**config.mk**
```make
export PLATFORM = sky130hd
export DESIGN_NAME = tpm2net_frame_packetizer_top
export DESIGN_NICKNAME = d
export VERILOG_FILES = /design/src/tfp_pkg.sv /design/src/tpm2net_frame_packetizer_top.sv /design/src/tfp_derive.sv /design/src/tfp_front.sv /design/src/tfp_cmd_fifo.sv /design/src/tfp_back.sv
export SDC_FILE = /design/constraint.sdc
export NUM_CORES = 1
export LEC_CHECK = 0
export BUFFER_PORTS_ARGS = -buffer_cell sky130_fd_sc_hd__buf_2
export CAP_MARGIN = 20
export CORE_MARGIN = 1.5
export CORE_UTILIZATION = 36
export DETAILED_ROUTE_END_ITERATION = 7
export SETUP_SLACK_MARGIN = 0.05
export SYNTH_ARGS = -nofsm -noshare
export SYNTH_HDL_FRONTEND = slang
export SYNTH_SLANG_ARGS = --single-unit
```
**constraint.sdc**
```tcl
create_clock -name clk_i -period 21.4 [get_ports clk_i]
set_input_delay 4.28 -clock clk_i [delete_from_list [all_inputs] [get_ports clk_i]]
set_output_delay 4.28 -clock clk_i [all_outputs]
set_load 0.01 [all_outputs]
```
**src/tfp_pkg.sv**
```systemverilog
`default_nettype none
package tfp_pkg;

  localparam int LED_W   = 12;
  localparam int PIX_W   = 9;
  localparam int BYTE_W  = 8;
  localparam int SIZE_W  = 11;
  localparam int NUM_W   = 8;
  localparam int IDX_W   = 2;

  localparam int MAX_LED_COUNT     = 2048;
  localparam int MAX_PACKET_PIXELS = 490;
  localparam int MIN_PACKET_PIXELS = 9;
  localparam int MAX_PACKETS       = 255;

  // restoring division, one quotient bit per cycle
  localparam int DIV_STEPS = LED_W;
  localparam int CNT_W     = $clog2(DIV_STEPS + 1);

  localparam logic [LED_W-1:0]  LED_COUNT_RST = LED_W'(300);
  localparam logic [PIX_W-1:0]  PIXELS_RST    = PIX_W'(125);
  localparam logic [NUM_W-1:0]  TOTAL_RST     = NUM_W'(3);
  localparam logic [SIZE_W-1:0] TAIL_RST      = SIZE_W'(150);
  localparam logic [SIZE_W-1:0] FULL_RST      = SIZE_W'(375);

  localparam logic [BYTE_W-1:0] HDR_START = 8'h9c;
  localparam logic [BYTE_W-1:0] HDR_TYPE  = 8'hda;
  localparam logic [BYTE_W-1:0] PKT_END   = 8'h36;

  localparam logic [IDX_W-1:0] REG_LED_COUNT = IDX_W'(0);
  localparam logic [IDX_W-1:0] REG_PIXELS    = IDX_W'(1);

  localparam int CMD_DEPTH = 4;
  localparam int CMD_PTR_W = $clog2(CMD_DEPTH);

  typedef struct packed {
    logic [NUM_W-1:0]  total;
    logic [SIZE_W-1:0] tail;
    logic [SIZE_W-1:0] full;
  } deriv_t;

  typedef struct packed {
    logic [BYTE_W-1:0] data;
    logic              hdr;
    logic [SIZE_W-1:0] size;
    logic [NUM_W-1:0]  num;
    logic [NUM_W-1:0]  total;
    logic              last;
  } cmd_t;

  typedef enum logic [2:0] {
    ST_START,
    ST_TYPE,
    ST_SIZE_HI,
    ST_SIZE_LO,
    ST_NUM,
    ST_TOTAL,
    ST_DATA,
    ST_END
  } step_e;

endpackage
`default_nettype wire

```
**src/tpm2net_frame_packetizer_top.sv**
```systemverilog
// the first result byte of an input byte passes the command queue and the output register
// throughput: one result byte per cycle while the output is not stalled; an input byte
// yields 7 bytes when it opens a packet, 2 when it closes one and 1 otherwise
// a four-entry command queue sits between the input side and the byte emitter
// reset: 300 leds, 125 pixels per packet, derived values ready at once; after a
// config write the 12-step divider runs and the first byte of a frame waits for it
`default_nettype none
module tpm2net_frame_packetizer_top (
  input  wire logic                        clk_i,
  input  wire logic                        rst_ni,
  input  wire logic                        in_valid_i,
  output logic                             in_stall_o,
  input  wire logic [tfp_pkg::BYTE_W-1:0]  led_byte_i,
  output logic                             out_valid_o,
  input  wire logic                        out_stall_i,
  output logic [tfp_pkg::BYTE_W-1:0]       out_byte_o,
  output logic                             packet_end_o,
  output logic                             run_last_o,
  input  wire logic                        cfg_valid_i,
  output logic                             cfg_ready_o,
  input  wire logic [tfp_pkg::IDX_W-1:0]   cfg_index_i,
  input  wire logic [tfp_pkg::LED_W-1:0]   cfg_data_i
);

  logic            deriv_busy;
  tfp_pkg::deriv_t deriv;
  logic            q_full;
  logic            q_push;
  tfp_pkg::cmd_t   q_cmd;
  logic            q_pop;
  logic            q_valid;
  tfp_pkg::cmd_t   q_head;

  assign cfg_ready_o = 1'b1;

  tfp_derive u_derive (
    .clk_i       (clk_i),
    .rst_ni      (rst_ni),
    .cfg_valid_i (cfg_valid_i),
    .cfg_index_i (cfg_index_i),
    .cfg_data_i  (cfg_data_i),
    .busy_o      (deriv_busy),
    .deriv_o     (deriv)
  );

  tfp_front u_front (
    .clk_i      (clk_i),
    .rst_ni     (rst_ni),
    .in_valid_i (in_valid_i),
    .in_stall_o (in_stall_o),
    .led_byte_i (led_byte_i),
    .busy_i     (deriv_busy),
    .deriv_i    (deriv),
    .full_i     (q_full),
    .push_o     (q_push),
    .cmd_o      (q_cmd)
  );

  tfp_cmd_fifo u_fifo (
    .clk_i   (clk_i),
    .rst_ni  (rst_ni),
    .push_i  (q_push),
    .cmd_i   (q_cmd),
    .full_o  (q_full),
    .pop_i   (q_pop),
    .valid_o (q_valid),
    .head_o  (q_head)
  );

  tfp_back u_back (
    .clk_i        (clk_i),
    .rst_ni       (rst_ni),
    .head_valid_i (q_valid),
    .head_i       (q_head),
    .pop_o        (q_pop),
    .out_valid_o  (out_valid_o),
    .out_stall_i  (out_stall_i),
    .out_byte_o   (out_byte_o),
    .packet_end_o (packet_end_o),
    .run_last_o   (run_last_o)
  );

  // the end byte always closes the transfer of its input byte
  a_end_closes_run: assert property (@(posedge clk_i) disable iff (!rst_ni)
    out_valid_o && packet_end_o |-> run_last_o && out_byte_o == tfp_pkg::PKT_END)
    else $error("end byte not last of its run");

  // a config write always restarts the derivation
  a_cfg_restarts: assert property (@(posedge clk_i) disable iff (!rst_ni)
    cfg_valid_i && cfg_ready_o |=> deriv_busy)
    else $error("config write did not start derivation");

endmodule
`default_nettype wire

```
**src/tfp_derive.sv**
```systemverilog
`default_nettype none
module tfp_derive (
  input  wire logic                       clk_i,
  input  wire logic                       rst_ni,
  input  wire logic                       cfg_valid_i,
  input  wire logic [tfp_pkg::IDX_W-1:0]  cfg_index_i,
  input  wire logic [tfp_pkg::LED_W-1:0]  cfg_data_i,
  output logic                            busy_o,
  output tfp_pkg::deriv_t                 deriv_o
);

  logic [tfp_pkg::LED_W-1:0]  led_q;
  logic [tfp_pkg::PIX_W-1:0]  pix_q;
  logic                       restart_q;
  logic                       run_q;
  logic [tfp_pkg::CNT_W-1:0]  cnt_q;
  logic [tfp_pkg::LED_W-1:0]  dvd_q;
  logic [tfp_pkg::PIX_W-1:0]  div_q;
  logic [tfp_pkg::PIX_W-1:0]  rem_q;
  logic [tfp_pkg::NUM_W-1:0]  quo_q;
  tfp_pkg::deriv_t            deriv_q;

  logic [tfp_pkg::PIX_W-1:0]   pix_c;
  logic [tfp_pkg::LED_W-1:0]   led_a;
  logic [tfp_pkg::LED_W-1:0]   led_c;
  logic [tfp_pkg::PIX_W+7:0]   cap;
  logic [tfp_pkg::PIX_W:0]     trial;
  logic                        ge;
  logic [tfp_pkg::PIX_W-1:0]   rem_n;
  logic [tfp_pkg::NUM_W-1:0]   quo_n;
  tfp_pkg::deriv_t             res;

  always_comb begin
    if (pix_q < tfp_pkg::PIX_W'(tfp_pkg::MIN_PACKET_PIXELS)) begin
      pix_c = tfp_pkg::PIX_W'(tfp_pkg::MIN_PACKET_PIXELS);
    end else if (pix_q > tfp_pkg::PIX_W'(tfp_pkg::MAX_PACKET_PIXELS)) begin
      pix_c = tfp_pkg::PIX_W'(tfp_pkg::MAX_PACKET_PIXELS);
    end else begin
      pix_c = pix_q;
    end
    if (led_q == '0) begin
      led_a = tfp_pkg::LED_W'(1);
    end else if (led_q > tfp_pkg::LED_W'(tfp_pkg::MAX_LED_COUNT)) begin
      led_a = tfp_pkg::LED_W'(tfp_pkg::MAX_LED_COUNT);
    end else begin
      led_a = led_q;
    end
    // keep the packet count within one byte
    cap = (tfp_pkg::PIX_W+8)'(tfp_pkg::MAX_PACKETS) * (tfp_pkg::PIX_W+8)'(pix_c);
    if ((tfp_pkg::PIX_W+8)'(led_a) > cap) begin
      led_c = tfp_pkg::LED_W'(cap);
    end else begin
      led_c = led_a;
    end
  end

  always_comb begin
    trial = {rem_q, dvd_q[tfp_pkg::LED_W-1]};
    ge    = trial >= {1'b0, div_q};
    rem_n = ge ? tfp_pkg::PIX_W'(trial - {1'b0, div_q}) : tfp_pkg::PIX_W'(trial);
    quo_n = {quo_q[tfp_pkg::NUM_W-2:0], ge};
    res.tail  = tfp_pkg::SIZE_W'(rem_n) + tfp_pkg::SIZE_W'({rem_n, 1'b0});
    res.total = quo_n + tfp_pkg::NUM_W'(rem_n != '0);
    res.full  = tfp_pkg::SIZE_W'(div_q) + tfp_pkg::SIZE_W'({div_q, 1'b0});
  end

  always_ff @(posedge clk_i or negedge rst_ni) begin
    if (!rst_ni) begin
      led_q       <= tfp_pkg::LED_COUNT_RST;
      pix_q       <= tfp_pkg::PIXELS_RST;
      restart_q   <= 1'b0;
      run_q       <= 1'b0;
      cnt_q       <= '0;
      deriv_q.total <= tfp_pkg::TOTAL_RST;
      deriv_q.tail  <= tfp_pkg::TAIL_RST;
      deriv_q.full  <= tfp_pkg::FULL_RST;
    end else begin
      if (cfg_valid_i && cfg_index_i == tfp_pkg::REG_LED_COUNT) begin
        led_q <= cfg_data_i;
      end
      if (cfg_valid_i && cfg_index_i == tfp_pkg::REG_PIXELS) begin
        pix_q <= cfg_data_i[tfp_pkg::PIX_W-1:0];
      end
      if (cfg_valid_i) begin
        restart_q <= 1'b1;
      end else if (restart_q) begin
        restart_q <= 1'b0;
        run_q     <= 1'b1;
        cnt_q     <= tfp_pkg::CNT_W'(tfp_pkg::DIV_STEPS);
      end else if (run_q) begin
        cnt_q <= cnt_q - tfp_pkg::CNT_W'(1);
        if (cnt_q == tfp_pkg::CNT_W'(1)) begin
          run_q   <= 1'b0;
          deriv_q <= res;
        end
      end
    end
  end

  // datapath of the divider
  always_ff @(posedge clk_i) begin
    if (restart_q) begin
      dvd_q <= led_c;
      div_q <= pix_c;
      rem_q <= '0;
      quo_q <= '0;
    end else if (run_q) begin
      dvd_q <= {dvd_q[tfp_pkg::LED_W-2:0], 1'b0};
      rem_q <= rem_n;
      quo_q <= quo_n;
    end
  end

  assign busy_o  = restart_q || run_q;
  assign deriv_o = deriv_q;

endmodule
`default_nettype wire

```
**src/tfp_front.sv**
```systemverilog
`default_nettype none
module tfp_front (
  input  wire logic                        clk_i,
  input  wire logic                        rst_ni,
  input  wire logic                        in_valid_i,
  output logic                             in_stall_o,
  input  wire logic [tfp_pkg::BYTE_W-1:0]  led_byte_i,
  input  wire logic                        busy_i,
  input  wire tfp_pkg::deriv_t             deriv_i,
  input  wire logic                        full_i,
  output logic                             push_o,
  output tfp_pkg::cmd_t                    cmd_o
);

  logic [tfp_pkg::SIZE_W-1:0] bip_q, bip_d;
  logic [tfp_pkg::NUM_W-1:0]  num_q, num_d;
  tfp_pkg::deriv_t            act_q;

  logic                       frame_start;
  tfp_pkg::deriv_t            cur;
  logic                       accept;
  logic [tfp_pkg::SIZE_W-1:0] size;
  logic [tfp_pkg::SIZE_W-1:0] bip_inc;
  logic                       pkt_done;

  always_comb begin
    frame_start = (bip_q == '0) && (num_q == tfp_pkg::NUM_W'(1));
    cur         = frame_start ? deriv_i : act_q;
    in_stall_o  = full_i || (frame_start && busy_i);
    accept      = in_valid_i && !in_stall_o;
    size        = (num_q >= cur.total && cur.tail != '0) ? cur.tail : cur.full;
    bip_inc     = bip_q + tfp_pkg::SIZE_W'(1);
    pkt_done    = bip_inc >= size;

    cmd_o.data  = led_byte_i;
    cmd_o.hdr   = bip_q == '0;
    cmd_o.size  = size;
    cmd_o.num   = num_q;
    cmd_o.total = cur.total;
    cmd_o.last  = pkt_done;
    push_o      = accept;

    bip_d = bip_q;
    num_d = num_q;
    if (accept) begin
      if (pkt_done) begin
        bip_d = '0;
        num_d = (num_q >= cur.total) ? tfp_pkg::NUM_W'(1) : num_q + tfp_pkg::NUM_W'(1);
      end else begin
        bip_d = bip_inc;
      end
    end
  end

  always_ff @(posedge clk_i or negedge rst_ni) begin
    if (!rst_ni) begin
      bip_q <= '0;
      num_q <= tfp_pkg::NUM_W'(1);
    end else begin
      bip_q <= bip_d;
      num_q <= num_d;
    end
  end

  // derived values are frozen for the whole frame
  always_ff @(posedge clk_i) begin
    if (accept && frame_start) begin
      act_q <= deriv_i;
    end
  end

endmodule
`default_nettype wire

```
**src/tfp_cmd_fifo.sv**
```systemverilog
`default_nettype none
module tfp_cmd_fifo (
  input  wire logic           clk_i,
  input  wire logic           rst_ni,
  input  wire logic           push_i,
  input  wire tfp_pkg::cmd_t  cmd_i,
  output logic                full_o,
  input  wire logic           pop_i,
  output logic                valid_o,
  output tfp_pkg::cmd_t       head_o
);

  tfp_pkg::cmd_t                mem_q [tfp_pkg::CMD_DEPTH];
  logic [tfp_pkg::CMD_PTR_W-1:0] wr_q;
  logic [tfp_pkg::CMD_PTR_W-1:0] rd_q;
  logic [tfp_pkg::CMD_PTR_W:0]   cnt_q;
  logic                          do_push;
  logic                          do_pop;

  assign full_o  = cnt_q == (tfp_pkg::CMD_PTR_W+1)'(tfp_pkg::CMD_DEPTH);
  assign valid_o = cnt_q != '0;
  assign head_o  = mem_q[rd_q];
  assign do_push = push_i && !full_o;
  assign do_pop  = pop_i && valid_o;

  always_ff @(posedge clk_i or negedge rst_ni) begin
    if (!rst_ni) begin
      wr_q  <= '0;
      rd_q  <= '0;
      cnt_q <= '0;
    end else begin
      if (do_push) begin
        wr_q <= wr_q + tfp_pkg::CMD_PTR_W'(1);
      end
      if (do_pop) begin
        rd_q <= rd_q + tfp_pkg::CMD_PTR_W'(1);
      end
      if (do_push && !do_pop) begin
        cnt_q <= cnt_q + (tfp_pkg::CMD_PTR_W+1)'(1);
      end else if (do_pop && !do_push) begin
        cnt_q <= cnt_q - (tfp_pkg::CMD_PTR_W+1)'(1);
      end
    end
  end

  always_ff @(posedge clk_i) begin
    if (do_push) begin
      mem_q[wr_q] <= cmd_i;
    end
  end

endmodule
`default_nettype wire

```
**src/tfp_back.sv**
```systemverilog
`default_nettype none
module tfp_back (
  input  wire logic                        clk_i,
  input  wire logic                        rst_ni,
  input  wire logic                        head_valid_i,
  input  wire tfp_pkg::cmd_t               head_i,
  output logic                             pop_o,
  output logic                             out_valid_o,
  input  wire logic                        out_stall_i,
  output logic [tfp_pkg::BYTE_W-1:0]       out_byte_o,
  output logic                             packet_end_o,
  output logic                             run_last_o
);

  logic                        started_q, started_d;
  tfp_pkg::step_e              step_q, step_d;
  logic                        out_valid_q, out_valid_d;
  logic [tfp_pkg::BYTE_W-1:0]  out_byte_q;
  logic                        out_end_q;
  logic                        out_last_q;

  tfp_pkg::step_e              cur;
  tfp_pkg::step_e              nxt;
  logic [tfp_pkg::BYTE_W-1:0]  byte_c;
  logic                        end_c;
  logic                        last_c;
  logic                        load;

  always_comb begin
    if (started_q) begin
      cur = step_q;
    end else begin
      cur = head_i.hdr ? tfp_pkg::ST_START : tfp_pkg::ST_DATA;
    end
  end

  // next step
  always_comb begin
    unique case (cur)
      tfp_pkg::ST_START:   nxt = tfp_pkg::ST_TYPE;
      tfp_pkg::ST_TYPE:    nxt = tfp_pkg::ST_SIZE_HI;
      tfp_pkg::ST_SIZE_HI: nxt = tfp_pkg::ST_SIZE_LO;
      tfp_pkg::ST_SIZE_LO: nxt = tfp_pkg::ST_NUM;
      tfp_pkg::ST_NUM:     nxt = tfp_pkg::ST_TOTAL;
      tfp_pkg::ST_TOTAL:   nxt = tfp_pkg::ST_DATA;
      tfp_pkg::ST_DATA:    nxt = tfp_pkg::ST_END;
      tfp_pkg::ST_END:     nxt = tfp_pkg::ST_START;
      default:             nxt = tfp_pkg::ST_START;
    endcase
  end

  // byte for the current step
  always_comb begin
    end_c  = 1'b0;
    last_c = 1'b0;
    unique case (cur)
      tfp_pkg::ST_START:   byte_c = tfp_pkg::HDR_START;
      tfp_pkg::ST_TYPE:    byte_c = tfp_pkg::HDR_TYPE;
      tfp_pkg::ST_SIZE_HI: byte_c = tfp_pkg::BYTE_W'(head_i.size >> 8);
      tfp_pkg::ST_SIZE_LO: byte_c = head_i.size[tfp_pkg::BYTE_W-1:0];
      tfp_pkg::ST_NUM:     byte_c = head_i.num;
      tfp_pkg::ST_TOTAL:   byte_c = head_i.total;
      tfp_pkg::ST_DATA: begin
        byte_c = head_i.data;
        last_c = !head_i.last;
      end
      tfp_pkg::ST_END: begin
        byte_c = tfp_pkg::PKT_END;
        end_c  = 1'b1;
        last_c = 1'b1;
      end
      default:             byte_c = tfp_pkg::HDR_START;
    endcase
  end

  always_comb begin
    load        = head_valid_i && (!out_valid_q || !out_stall_i);
    pop_o       = load && last_c;
    started_d   = started_q;
    step_d      = step_q;
    out_valid_d = out_valid_q;
    if (load) begin
      started_d   = !last_c;
      step_d      = nxt;
      out_valid_d = 1'b1;
    end else if (!out_stall_i) begin
      out_valid_d = 1'b0;
    end
  end

  always_ff @(posedge clk_i or negedge rst_ni) begin
    if (!rst_ni) begin
      started_q   <= 1'b0;
      step_q      <= tfp_pkg::ST_START;
      out_valid_q <= 1'b0;
    end else begin
      started_q   <= started_d;
      step_q      <= step_d;
      out_valid_q <= out_valid_d;
    end
  end

  always_ff @(posedge clk_i) begin
    if (load) begin
      out_byte_q <= byte_c;
      out_end_q  <= end_c;
      out_last_q <= last_c;
    end
  end

  assign out_valid_o  = out_valid_q;
  assign out_byte_o   = out_byte_q;
  assign packet_end_o = out_end_q;
  assign run_last_o   = out_last_q;

endmodule
`default_nettype wire
```
==> summary.md, run 1 <==
| Metric | Value |
|---|---|
| Cell at the root of the clock tree | sky130_fd_sc_hd__clkbuf_16 |
| Highest net fanout along the worst path | 33 |
| Post-synth EDFFs | 209 |
| Relative slew slack | 29.8% |
| Site Rows | 79 |
| Post-layout minimum cycle time | 7660 ps |
| Area of the placeable core | 46600 µm² |
| Synthesized instance count | 1327 |
| Distinct cell type count after synthesis | 76 |
| Worst slew pin tran | 1050 ps |
| Maximum number of pins on one net before global-route repair | 69 |
| Initial detailed-routing violation count | 810 |
| Nature of the critical path endpoint | flop |
| Post-synth ARST share | 28.1% |
| Total routing resource utilization after global routing | 15.2% |
| Final HPWL DP | 25.9 mm |
| Register area | 8830 µm² |
| Fillers | 4319 |
| FF-to-FF Start | u_front.bip_q[0] |
| Horiz. Die Dim | 220 µm |
| Total of hold buffers inserted after clock tree synthesis | 0 |
| Count of maximum capacitance violations | 0 |
| Layout cells sized above 1 | 17.1% |
| Overall overflow remaining after global route | 0 |
| Pins Over Slew Limit | 0 |
| Crit path required time | 21880 ps |
| IO Count | 40 |
| Highest Signal Layer | met4 |
| Routed vias/inst | 5.14 |
| H-Tree Level Count | 2 |
| Area of the mapped netlist | 17000 µm² |
| Initial antenna violation count | 0 |
| Height of the die | 220 µm |
| M1 WL | 17.2 mm |
| Buffers inserted by post-CTS timing repair | 0 |
| Cells resized by post-CTS repair | 0 |
| Diodes inserted | 0 |
| Cell area after placement | 17800 µm² |
| Hold Crit Start | u_derive.deriv_o[24] |
| Worst hold slack | 479 ps |
| Setup repair after global routing missed its margin | no |
| Run status | complete, no violations |
| Number of standard cells in the layout, taps in and fillers out | 2002 |
| Max Fclk | 131 MHz |
| Clk sinks | 313 |
| Final nets | 1549 |
| Min-delay worst type | reg2reg |
| Number of vias in the routed layout | 10300 |
| Number of routed nets with antenna violations | 0 |
| Portion of the clock cycle consumed by the worst path in the final layout | 35.8% |
| Clock-pin slew of the registers on the worst-case setup and hold paths | 60 ps |
| Post-Syn Area per Cell | 12.8 µm² |
| Syn nets | 1509 |
| Launch point of the worst path | u_front.bip_q[0] |
| WL/cell | 18.1 µm |
| Arrival time at the worst endpoint | 8140 ps |
| CP Launch Type | flop |
| Die ar. | 48600 µm² |
| Port Buf Inserts | 38 |
| Gpl congestion | 0.836 |
| Wire length of the first global-routing pass | 57.1 mm |
| Count of final hold-check violations | 0 |
| Max Buffers Root-to-Sink | 3 |
| Setup TNS | 0 ps |
| Met3 routed WL | 1.41 mm |
| Worst setup path class | reg2reg |
| Clock latency on the worst-skew pair | 560 ps |
| Sequential share of the synthesized area | 51.9% |
| Multi-input gate area in the final layout | 7490 µm² |
| Final Setup Violations | 0 |
| Initial standard-cell utilization of the core | 36.5% |
| Number of design rule violations left after detail routing | 0 |
| Total length of routed wires | 36.2 mm |
| Cell count after placement | 1934 |
| Synthesis-to-layout area growth | 12.3% |
| CTS Buf Count | 36 |
| TritonCTS clock tree | built |
| Final Cell Area | 19100 µm² |
| Leading register cell type out of synthesis | sky130_fd_sc_hd__edfxtp_1 |
| Number of global-route vias before repair | 10300 |
| Final setup skew | 21.0 ps |
| Detail Route met2 WL | 16.6 mm |
| Number of detailed-route iterations in the first pass | 6 |
| Warnings, synthesis | 0 |
| Flops & latches, synth | 313 |
## cell families after synthesis
logic type / count (synthesis) / share of synthesized area, %
xor gates and xnor gates: 53 / 2.73
muxes: 133 / 10.9
buffers and inverters: 175 / 4.16
other: 1 / 0.0220
AOI/OAI and AO/OA: 247 / 9.53
adders and majority gates: 155 / 13.0
DFF: 313 / 51.9
and+or+nand+nor: 250 / 7.75
## cells in the mapped netlist, drive strengths merged (4+ instances only)
library cell	instances	share of area (%)
a211o	6	0.31
a211oi	11	0.49
a21o	19	0.84
a21oi	50	1.5
a221o	6	0.35
a22o	5	0.26
a22oi	5	0.22
and2	7	0.26
and3	16	0.59
buf	14	0.61
clkbuf	37	0.82
dfrtp	64	9.4
dfstp	24	3.7
dfxtp	16	1.9
edfxtp	209	37
fa	37	4.4
ha	118	8.7
inv	122	2.7
mux2	42	2.8
mux2i	54	3.2
mux4	37	4.9
nand2	64	1.4
nand2b	11	0.40
nand3	23	0.68
nand4	9	0.37
nor2	51	1.1
nor2b	21	0.77
nor3	13	0.38
nor4	18	0.95
o211ai	5	0.25
o21a	10	0.44
o21ai	76	2.2
o21bai	9	0.40
o31ai	14	0.65
or4	4	0.24
xnor2	27	1.4
xor2	26	1.3
## sequential cells by signal, indices dropped and copies added, names as in the netlist, 9 cells and up
register          flops
u_fifo.mem_q        148
u_derive.led_q       12
u_front.act_q        30
u_derive.dvd_q       12
u_derive.rem_q        9
u_derive.div_q        9
u_derive.pix_q        9
u_front.bip_q        11
u_derive.deriv_o     30
## through the flow
stage / worst slack, ps / util (%)
after floorplan: 14710 / -
after global placement: 13870 / 38.3
after detailed placement: 13750 / 38.3
after CTS: 13720 / 41.0
after global routing: 13200 / 41.0
final: 13740 / 41.0
## per-layer routing
| metal | track usage [%] | vias up |
|---|---|---|
| met1 | 21.1 | 5080 |
| met4 | 5.46 | 0 |
| met5 | 0 | - |
| met2 | 24.3 | 198 |
| li1 | - | 4958 |
| met3 | 2.30 | 60 |
## final timing paths
check                                          to  slack, ps  cells past startpoint
worst max-delay path             u_front.bip_q[6]      13740                     26
worst min-delay path            u_front.act_q[24]        480                      0
worst max register to register   u_front.bip_q[6]      13740                     26
worst min register to register  u_front.act_q[24]        480                      0
max in group asynchronous          u_fifo.rd_q[0]      16510                      2
min in group asynchronous       u_derive.led_q[9]       3610                      1
## layout make-up
type | count | area share, %
flip-flops and latches | 313 | 46.2
multi-input cells | 839 | 39.2
clock buffers | 49 | 5.34
well taps | 607 | 3.98
inverters | 124 | 2.44
repair buffers | 53 | 1.66
clock inverters | 17 | 1.13
## layout by cell type, fill, tap and decap left out, types with 27 or more instances in the layout
cell type,synthesis,final
sky130_fd_sc_hd__ha_1,118,118
sky130_fd_sc_hd__o21ai_0,72,72
sky130_fd_sc_hd__xnor2_1,27,27
sky130_fd_sc_hd__dfrtp_1,64,63
sky130_fd_sc_hd__a21oi_1,50,50
sky130_fd_sc_hd__mux2i_1,54,54
sky130_fd_sc_hd__mux4_2,37,37
sky130_fd_sc_hd__mux2_2,42,42
sky130_fd_sc_hd__fa_1,37,37
sky130_fd_sc_hd__clkbuf_16,0,36
sky130_fd_sc_hd__buf_2,5,37
sky130_fd_sc_hd__edfxtp_1,209,209
sky130_fd_sc_hd__nand2_1,64,64
sky130_fd_sc_hd__nor2_1,51,51
sky130_fd_sc_hd__inv_1,122,122
## worst max-delay path, stage by stage (launching register included)
cell                        delay [ps]
sky130_fd_sc_hd__dfrtp_1           430
sky130_fd_sc_hd__inv_1             120
sky130_fd_sc_hd__ha_1              160
sky130_fd_sc_hd__or4b_1            510
sky130_fd_sc_hd__nor4_4            290
sky130_fd_sc_hd__and3_2            250
sky130_fd_sc_hd__buf_4             430
sky130_fd_sc_hd__mux2_2            450
sky130_fd_sc_hd__ha_1              290
sky130_fd_sc_hd__nand2b_1          150
sky130_fd_sc_hd__a21o_1            180
sky130_fd_sc_hd__a21oi_1           140
sky130_fd_sc_hd__o21ai_0           100
sky130_fd_sc_hd__o41a_1            500
sky130_fd_sc_hd__o211ai_2          310
sky130_fd_sc_hd__mux2i_1           160
sky130_fd_sc_hd__mux2i_1           530
sky130_fd_sc_hd__ha_1              330
sky130_fd_sc_hd__nand2b_1          140
sky130_fd_sc_hd__a21o_1            180
sky130_fd_sc_hd__a21oi_1           160
sky130_fd_sc_hd__o21ai_0           140
sky130_fd_sc_hd__o2111ai_1         240
sky130_fd_sc_hd__and2_1            440
sky130_fd_sc_hd__inv_1             340
sky130_fd_sc_hd__nor2_1            380
sky130_fd_sc_hd__a22o_1            200
Power of run 1 is left out: the tool's default activity adds up to more than one toggle a clock period on the data nets, which glitch-free logic cannot reach.
==> run 2: changes to the inputs <==
ABC_AREA = 1   (was unset)
clock period = 6.65 ns   (was 21.4 ns; I/O delays follow)
==> summary.md, run 2 <==
| Metric | Value |
|---|---|
| Cell seen most often among critical-path stages | sky130_fd_sc_hd__nand2_1 |
| Run status | complete, no violations |
| Flip-flop count of the largest register, all copies and words added | 148 (unchanged) |
| Top reg by flops | u_fifo.mem_q |
| WL/cell | 15.4 µm (-15%) |
| Max Fclk | 160 MHz (+22%) |
| Initial antenna violation count | 0 (unchanged) |
| Count of maximum capacitance violations | 0 (unchanged) |
| Post-Syn Area per Cell | 9.11 µm² (-29%) |
| Initial standard-cell utilization of the core | 36.6% (+0.11 points) |
| Leading register cell type out of synthesis | sky130_fd_sc_hd__edfxtp_1 |
| Nature of the critical path endpoint | flop |
| Final setup skew | 23.5 ps (+2.50 ps) |
| Total routing resource utilization after global routing | 16.3% (+1.0 points) |
| Share of the synthesized area in the top cell type | 35.6% (-1.3 points) |
| Worst setup path class | reg2reg |
| Routed vias/inst | 4.93 (-4.2%) |
| Most frequent standard cell in the layout excluding fill and tap cells | sky130_fd_sc_hd__nand2_1 |
| Top cell type by total area after synthesis | sky130_fd_sc_hd__edfxtp_1 |
| TritonCTS clock tree | built |
| Number of detailed-route iterations in the first pass | 5 (-1) |
| Syn nets | 2115 (+40%) |
| Area of the mapped netlist | 17600 µm² (+3.5%) |
| Site Rows | 80 (+1.3%) |
| Portion of the clock cycle consumed by the worst path in the final layout | 94.1% (+58 points) |
| CP max stage cell | sky130_fd_sc_hd__fa_2 |
| Pins Over Slew Limit | 0 (unchanged) |
| Worst slew pin tran | 1050 ps (-7.81 ps) |
| IO Count | 40 (unchanged) |
| Commonest cells after routing, fill and taps aside | 411 x sky130_fd_sc_hd__nand2_1, 293 x sky130_fd_sc_hd__inv_1, 209 x sky130_fd_sc_hd__edfxtp_1 |
| Warnings, synthesis | 0 (unchanged) |
| Arrival time at the worst endpoint | 6550 ps (-1590 ps) |
| Area of the placeable core | 48000 µm² (+3.2%) |
| Number of vias in the routed layout | 13000 (+26%) |
| Post-synth EDFFs | 209 (unchanged) |
| Number of routed nets with antenna violations | 0 (unchanged) |
| Total of hold buffers inserted after clock tree synthesis | 0 (unchanged) |
| Number of design rule violations left after detail routing | 0 (unchanged) |
| Relative slew slack | 30.2% (+0.44 points) |
| Fillers | 4663 (+8.0%) |
| Multiplexer share of the synthesized area | 0.192% (-11 points) |
| Synthesis-to-layout area growth | 13.9% |
| Count of final hold-check violations | 0 (unchanged) |
| CP Launch Type | flop |
| Port Buf Inserts | 38 (unchanged) |
| H-Tree Level Count | 2 (unchanged) |
| Horiz. Die Dim | 224 µm (+1.7%) |
| Final Setup Violations | 0 (unchanged) |
| Clock-pin slew of the registers on the worst-case setup and hold paths | 60 ps (about the same) |
| Cell types occupying the most area after synthesis | sky130_fd_sc_hd__edfxtp_1 36%, sky130_fd_sc_hd__dfrtp_1 9.1%, sky130_fd_sc_hd__nand2_1 8.9%, sky130_fd_sc_hd__ha_1 8.4%, sky130_fd_sc_hd__inv_1 6.3% |
| Post-synth ARST share | 28.1% (unchanged) |
| CTS Buf Count | 35 (-2.8%) |
| Maximum number of pins on one net before global-route repair | 77 (+12%) |
| Compound-gate portion of the synthesized area | 9.20% (-0.33 points) |
| Adder-cell share of the synthesized area | 12.6% (-0.44 points) |
| Distinct cell type count after synthesis | 54 (-29%) |
| Main combinational cell family by area after synthesis | simple AND/OR/NAND/NOR gates |
| Max Buffers Root-to-Sink | 3 (unchanged) |
| Min-delay worst type | reg2reg |
| Sequential share of the synthesized area | 50.1% (-1.8 points) |
| Layout cells sized above 1 | 11.1% (-6.0 points) |
| Synthesized instance count | 1933 (+46%) |
| Clock latency on the worst-skew pair | 550 ps (about the same) |
| Wire length of the first global-routing pass | 65.5 mm (+15%) |
| Top cells by count, synth | 417 x sky130_fd_sc_hd__nand2_1, 296 x sky130_fd_sc_hd__inv_1, 209 x sky130_fd_sc_hd__edfxtp_1 |
| Overall overflow remaining after global route | 0 (unchanged) |
| Highest net fanout along the worst path | 8 (-76%) |
| Gpl congestion | 0.868 (+3.9%) |
| Clk sinks | 313 (unchanged) |
| Crit path largest cell delay | 550 ps (+20 ps) |
| Die ar. | 50200 µm² (+3.5%) |
| Most used standard cell by instance count after synthesis | sky130_fd_sc_hd__nand2_1 |
| Post-synthesis simple-gate area fraction | 18.3% (+11 points) |
| Final HPWL DP | 28.9 mm (+12%) |
| Height of the die | 224 µm (+1.7%) |
| Post-layout minimum cycle time | 6260 ps (-1400 ps) |
| Worst hold slack | 444 ps (-34.4 ps) |
| Diodes inserted | 0 (unchanged) |
| Crit path required time | 6950 ps (-14930 ps) |
| Initial detailed-routing violation count | 774 (-4.4%) |
| Cell at the root of the clock tree | sky130_fd_sc_hd__clkbuf_16 |
| Final nets | 2172 (+40%) |
| Number of global-route vias before repair | 12800 (+25%) |
| Xor/xnor share of the synthesized area | 1.64% (-1.1 points) |
| Flops & latches, synth | 313 (unchanged) |
| Total length of routed wires | 40.5 mm (+12%) |
-- run 2: cell families (layout without fill, tap and decap cells) --
logic type / Yosys count / count (layout)
AND/OR/NAND/NOR: 766 / 766
buffers and inverters: 361 / 445
flip-flops: 313 / 313
AO/OA/AOI/OAI: 301 / 301
adder cells (fa/ha/maj): 155 / 155
XOR/XNOR: 33 / 33
multiplexers: 3 / 3
other: 1 / 1
-- run 2: cell type report --
cell class / instances / area [µm²] / share of cell area, %
clock buffers: 41 / 961 / 4.79
clock inverters: 23 / 269 / 1.34
inverters: 303 / 1140 / 5.67
multi-input cells: 1259 / 7570 / 37.7
flip-flops and latches: 313 / 8830 / 44.0
well taps: 615 / 769 / 3.84
repair buffers: 78 / 517 / 2.58
-- run 2: path summary, 6_finish.rpt --
check / depth (start not counted) / end / startpoint / slack, ps
max in group asynchronous: 2 / u_fifo.rd_q[0] / rst_ni / 4760
worst max register to register: 34 / u_derive.dvd_q[6] / u_derive.pix_q[8] / 390
worst min-delay path: 0 / u_front.act_q[14] / u_derive.deriv_o[14] / 440
min in group asynchronous: 1 / u_front.num_q[3] / rst_ni / 830
worst max-delay path: 34 / u_derive.dvd_q[6] / u_derive.pix_q[8] / 390
worst min register to register: 0 / u_front.act_q[14] / u_derive.deriv_o[14] / 440
-- run 2: worst max-delay path: cells and delay by family (launching register included) --
| kind | cells | cell delay, ps |
|---|---|---|
| adder cells (fa/ha/maj) | 6 | 2650 |
| AND/OR/NAND/NOR | 19 | 1970 |
| buffers and inverters | 8 | 890 |
| flip-flops | 1 | 380 |
| XOR/XNOR | 1 | 90 |
-- run 2: per-stage QoR --
stage                     std cells  setup WS, ps  instance area, µm²  utilization [%]  TNS, ps
after detailed placement       2555           117               18600             38.6        0
final                          2632           394               20100             41.7        0
after floorplan                1933           502               17600                -        0
after CTS                      2619          64.6               19800             41.2        0
after global placement         2554           303               18500             38.6        0
after global routing           2632         -41.8               20100             41.7     -184
-- run 2: repair_timing --
item                       4_1_cts  5_1_grt
gates resized for setup          1       35
pin swaps                        0       20
setup endpoints to repair        1       12
cloned                           0        1
setup buffers                    0       12
-- run 2: layer usage --
metal | track usage (%) | wire, µm
met1 | 19.1 | 17200
met2 | 29.4 | 20400
met3 | 2.87 | 1650
met4 | 6.30 | 1360
met5 | 0 | 0
Power of run 2 is left out for the same reason.
==> run 3: changes to the inputs <==
==> constraint.sdc (replaced) <==
create_clock -name clk_i -period 6.65 [get_ports clk_i]
set_input_delay 0.3325 -clock clk_i [delete_from_list [all_inputs] [get_ports clk_i]]
set_output_delay 0.3325 -clock clk_i [all_outputs]
set_load 0.01 [all_outputs]
==> summary.md, run 3 (synthesized netlist as in run 2, its figures left out) <==
| Metric | Value |
|---|---|
| CP Launch Type | flop |
| Commonest cells after routing, fill and taps aside | 411 x sky130_fd_sc_hd__nand2_1, 293 x sky130_fd_sc_hd__inv_1, 209 x sky130_fd_sc_hd__edfxtp_1 |
| Run status | complete, no violations |
| Final setup skew | 24.2 ps (+0.639 ps) |
| Total length of routed wires | 40.7 mm (+0.31%) |
| Pins Over Slew Limit | 0 (unchanged) |
| Clock-pin slew of the registers on the worst-case setup and hold paths | 60 ps (about the same) |
| TritonCTS clock tree | built |
| Count of maximum capacitance violations | 0 (unchanged) |
| Number of detailed-route iterations in the first pass | 5 (unchanged) |
| Hold Crit Start | out_stall_i |
| FF-to-FF Start | u_derive.pix_q[8] |
| Final nets | 2182 (+0.46%) |
| Highest net fanout along the worst path | 8 (unchanged) |
| Top reg by flops | u_fifo.mem_q |
| CTS Buf Count | 35 (unchanged) |
| RR Endpoint | u_derive.dvd_q[6] |
| Launch point of the worst path | u_derive.pix_q[8] |
| Layout cells sized above 1 | 11.0% (-0.055 points) |
| Cell at the root of the clock tree | sky130_fd_sc_hd__clkbuf_16 |
| H-Tree Level Count | 2 (unchanged) |
| Cell seen most often among critical-path stages | sky130_fd_sc_hd__nand2_1 |
| Number of vias in the routed layout | 13000 (+0.34%) |
| Count of final hold-check violations | 0 (unchanged) |
| Final HPWL DP | 28.9 mm (unchanged) |
| Crit path largest cell delay | 550 ps (about the same) |
| CP max stage cell | sky130_fd_sc_hd__fa_2 |
| Cell count after placement | 2555 (unchanged) |
| Overall overflow remaining after global route | 0 (unchanged) |
| Min-delay worst type | in2reg |
| Post-layout minimum cycle time | 6260 ps (+1.96 ps) |
| Die ar. | 50200 µm² (unchanged) |
| Worst setup path class | reg2reg |
| Gpl congestion | 0.868 (unchanged) |
| Cell area after placement | 18600 µm² (unchanged) |
| End point of the critical path | u_derive.dvd_q[6] |
| Port Buf Inserts | 38 (unchanged) |
| Initial antenna violation count | 0 (unchanged) |
| Site Rows | 80 (unchanged) |
| Initial standard-cell utilization of the core | 36.6% (unchanged) |
| Relative slew slack | 30.9% (+0.70 points) |
| Wire length of the first global-routing pass | 65.6 mm (+0.13%) |
| Clock latency on the worst-skew pair | 550 ps (about the same) |
| Routed vias/inst | 4.92 (about the same) |
| Max Fclk | 160 MHz (about the same) |
| Number of standard cells in the layout, taps in and fillers out | 2642 (+0.38%) |
| Flip-flop count of the largest register, all copies and words added | 148 (unchanged) |
| Portion of the clock cycle consumed by the worst path in the final layout | 94.1% (about the same) |
| Height of the die | 224 µm (unchanged) |
| Maximum number of pins on one net before global-route repair | 77 (unchanged) |
| Final cell utilization of the core | 41.9% (+0.21 points) |
| Final Setup Violations | 0 (unchanged) |
| Number of design rule violations left after detail routing | 0 (unchanged) |
| Nature of the critical path endpoint | flop |
| Total routing resource utilization after global routing | 16.3% (+0.034 points) |
| Horiz. Die Dim | 224 µm (unchanged) |
| Synthesis-to-layout area growth | 14.5% |
| Number of global-route vias before repair | 12800 (+0.11%) |
| Number of routed nets with antenna violations | 0 (unchanged) |
| IO Count | 40 (unchanged) |
| Area of the placeable core | 48000 µm² (unchanged) |
| Depth of the worst register-to-register path | 34 (unchanged) |
| Initial detailed-routing violation count | 731 (-5.6%) |
| Crit path required time | 6950 ps (about the same) |
| Max Buffers Root-to-Sink | 3 (unchanged) |
| Worst slew pin tran | 1040 ps (-10.4 ps) |
| Clk sinks | 313 (unchanged) |
| Setup slack of the worst register-to-register path | 390 ps (about the same) |
| Most frequent standard cell in the layout excluding fill and tap cells | sky130_fd_sc_hd__nand2_1 |
| Arrival time at the worst endpoint | 6560 ps (about the same) |
| Final Cell Area | 20200 µm² (+0.50%) |
| WL/cell | 15.4 µm (about the same) |
| Diodes inserted | 0 (unchanged) |
run 3: cell count changes in the layout (fill, tap and decap cells not counted), sizes merged:
cell,change
dlygate4sd3,+10
run 3: critical path, delay by kind of cell (launching register included):
family,cells,cell delay [ps]
flops,1,380
fa+ha+maj,6,2650
simple gates,19,2000
buf+inv,8,890
xor+xnor,1,90
run 3: timing repair:
item / in CTS / in global routing
cloned: 0 / 1
hold endpoints to repair: 59 / 0
pin swaps: 0 / 20
hold buffers: 10 / 0
endpoints found under the setup margin: 1 / 12
resized for setup: 1 / 35
buffers inserted: 0 / 12
run 3: how the worst min path moves through the flow:
stage | endpoint | depth (start not counted)
3_5_place_dp | u_front.num_q[2] | 1
3_3_place_gp | u_front.num_q[5] | 1
4_1_cts | u_derive.led_q[9] | 2
6_report | u_back.out_valid_o | 3
5_1_grt | u_derive.led_q[9] | 2
2_1_floorplan | u_back.out_valid_o | 0
run 3: stage by stage:
stage                     TNS (ps)  hold WS, ps  setup slack (ps)
after floorplan                  0         36.9               502
after global placement           0          425               303
after detailed placement         0          429               117
after CTS                        0         2.65              64.6
after global routing          -184         16.6             -41.8
final                            0         27.6               392
run 3: layout make-up:
type / instances / area [µm²]
fill: 4655 / 27900
sequential: 313 / 8830
multi-input combinational: 1259 / 7570
inverter: 303 / 1140
clock buffer: 41 / 961
tap: 615 / 769
timing repair buffer: 88 / 617
clock inverter: 23 / 269
run 3: metal layers:
metal	track usage, %	wire, µm
met1	19.1	17400
met2	29.5	20400
met3	2.86	1540
met4	6.30	1330
met5	0	0
Power of run 3 is left out for the same reason.
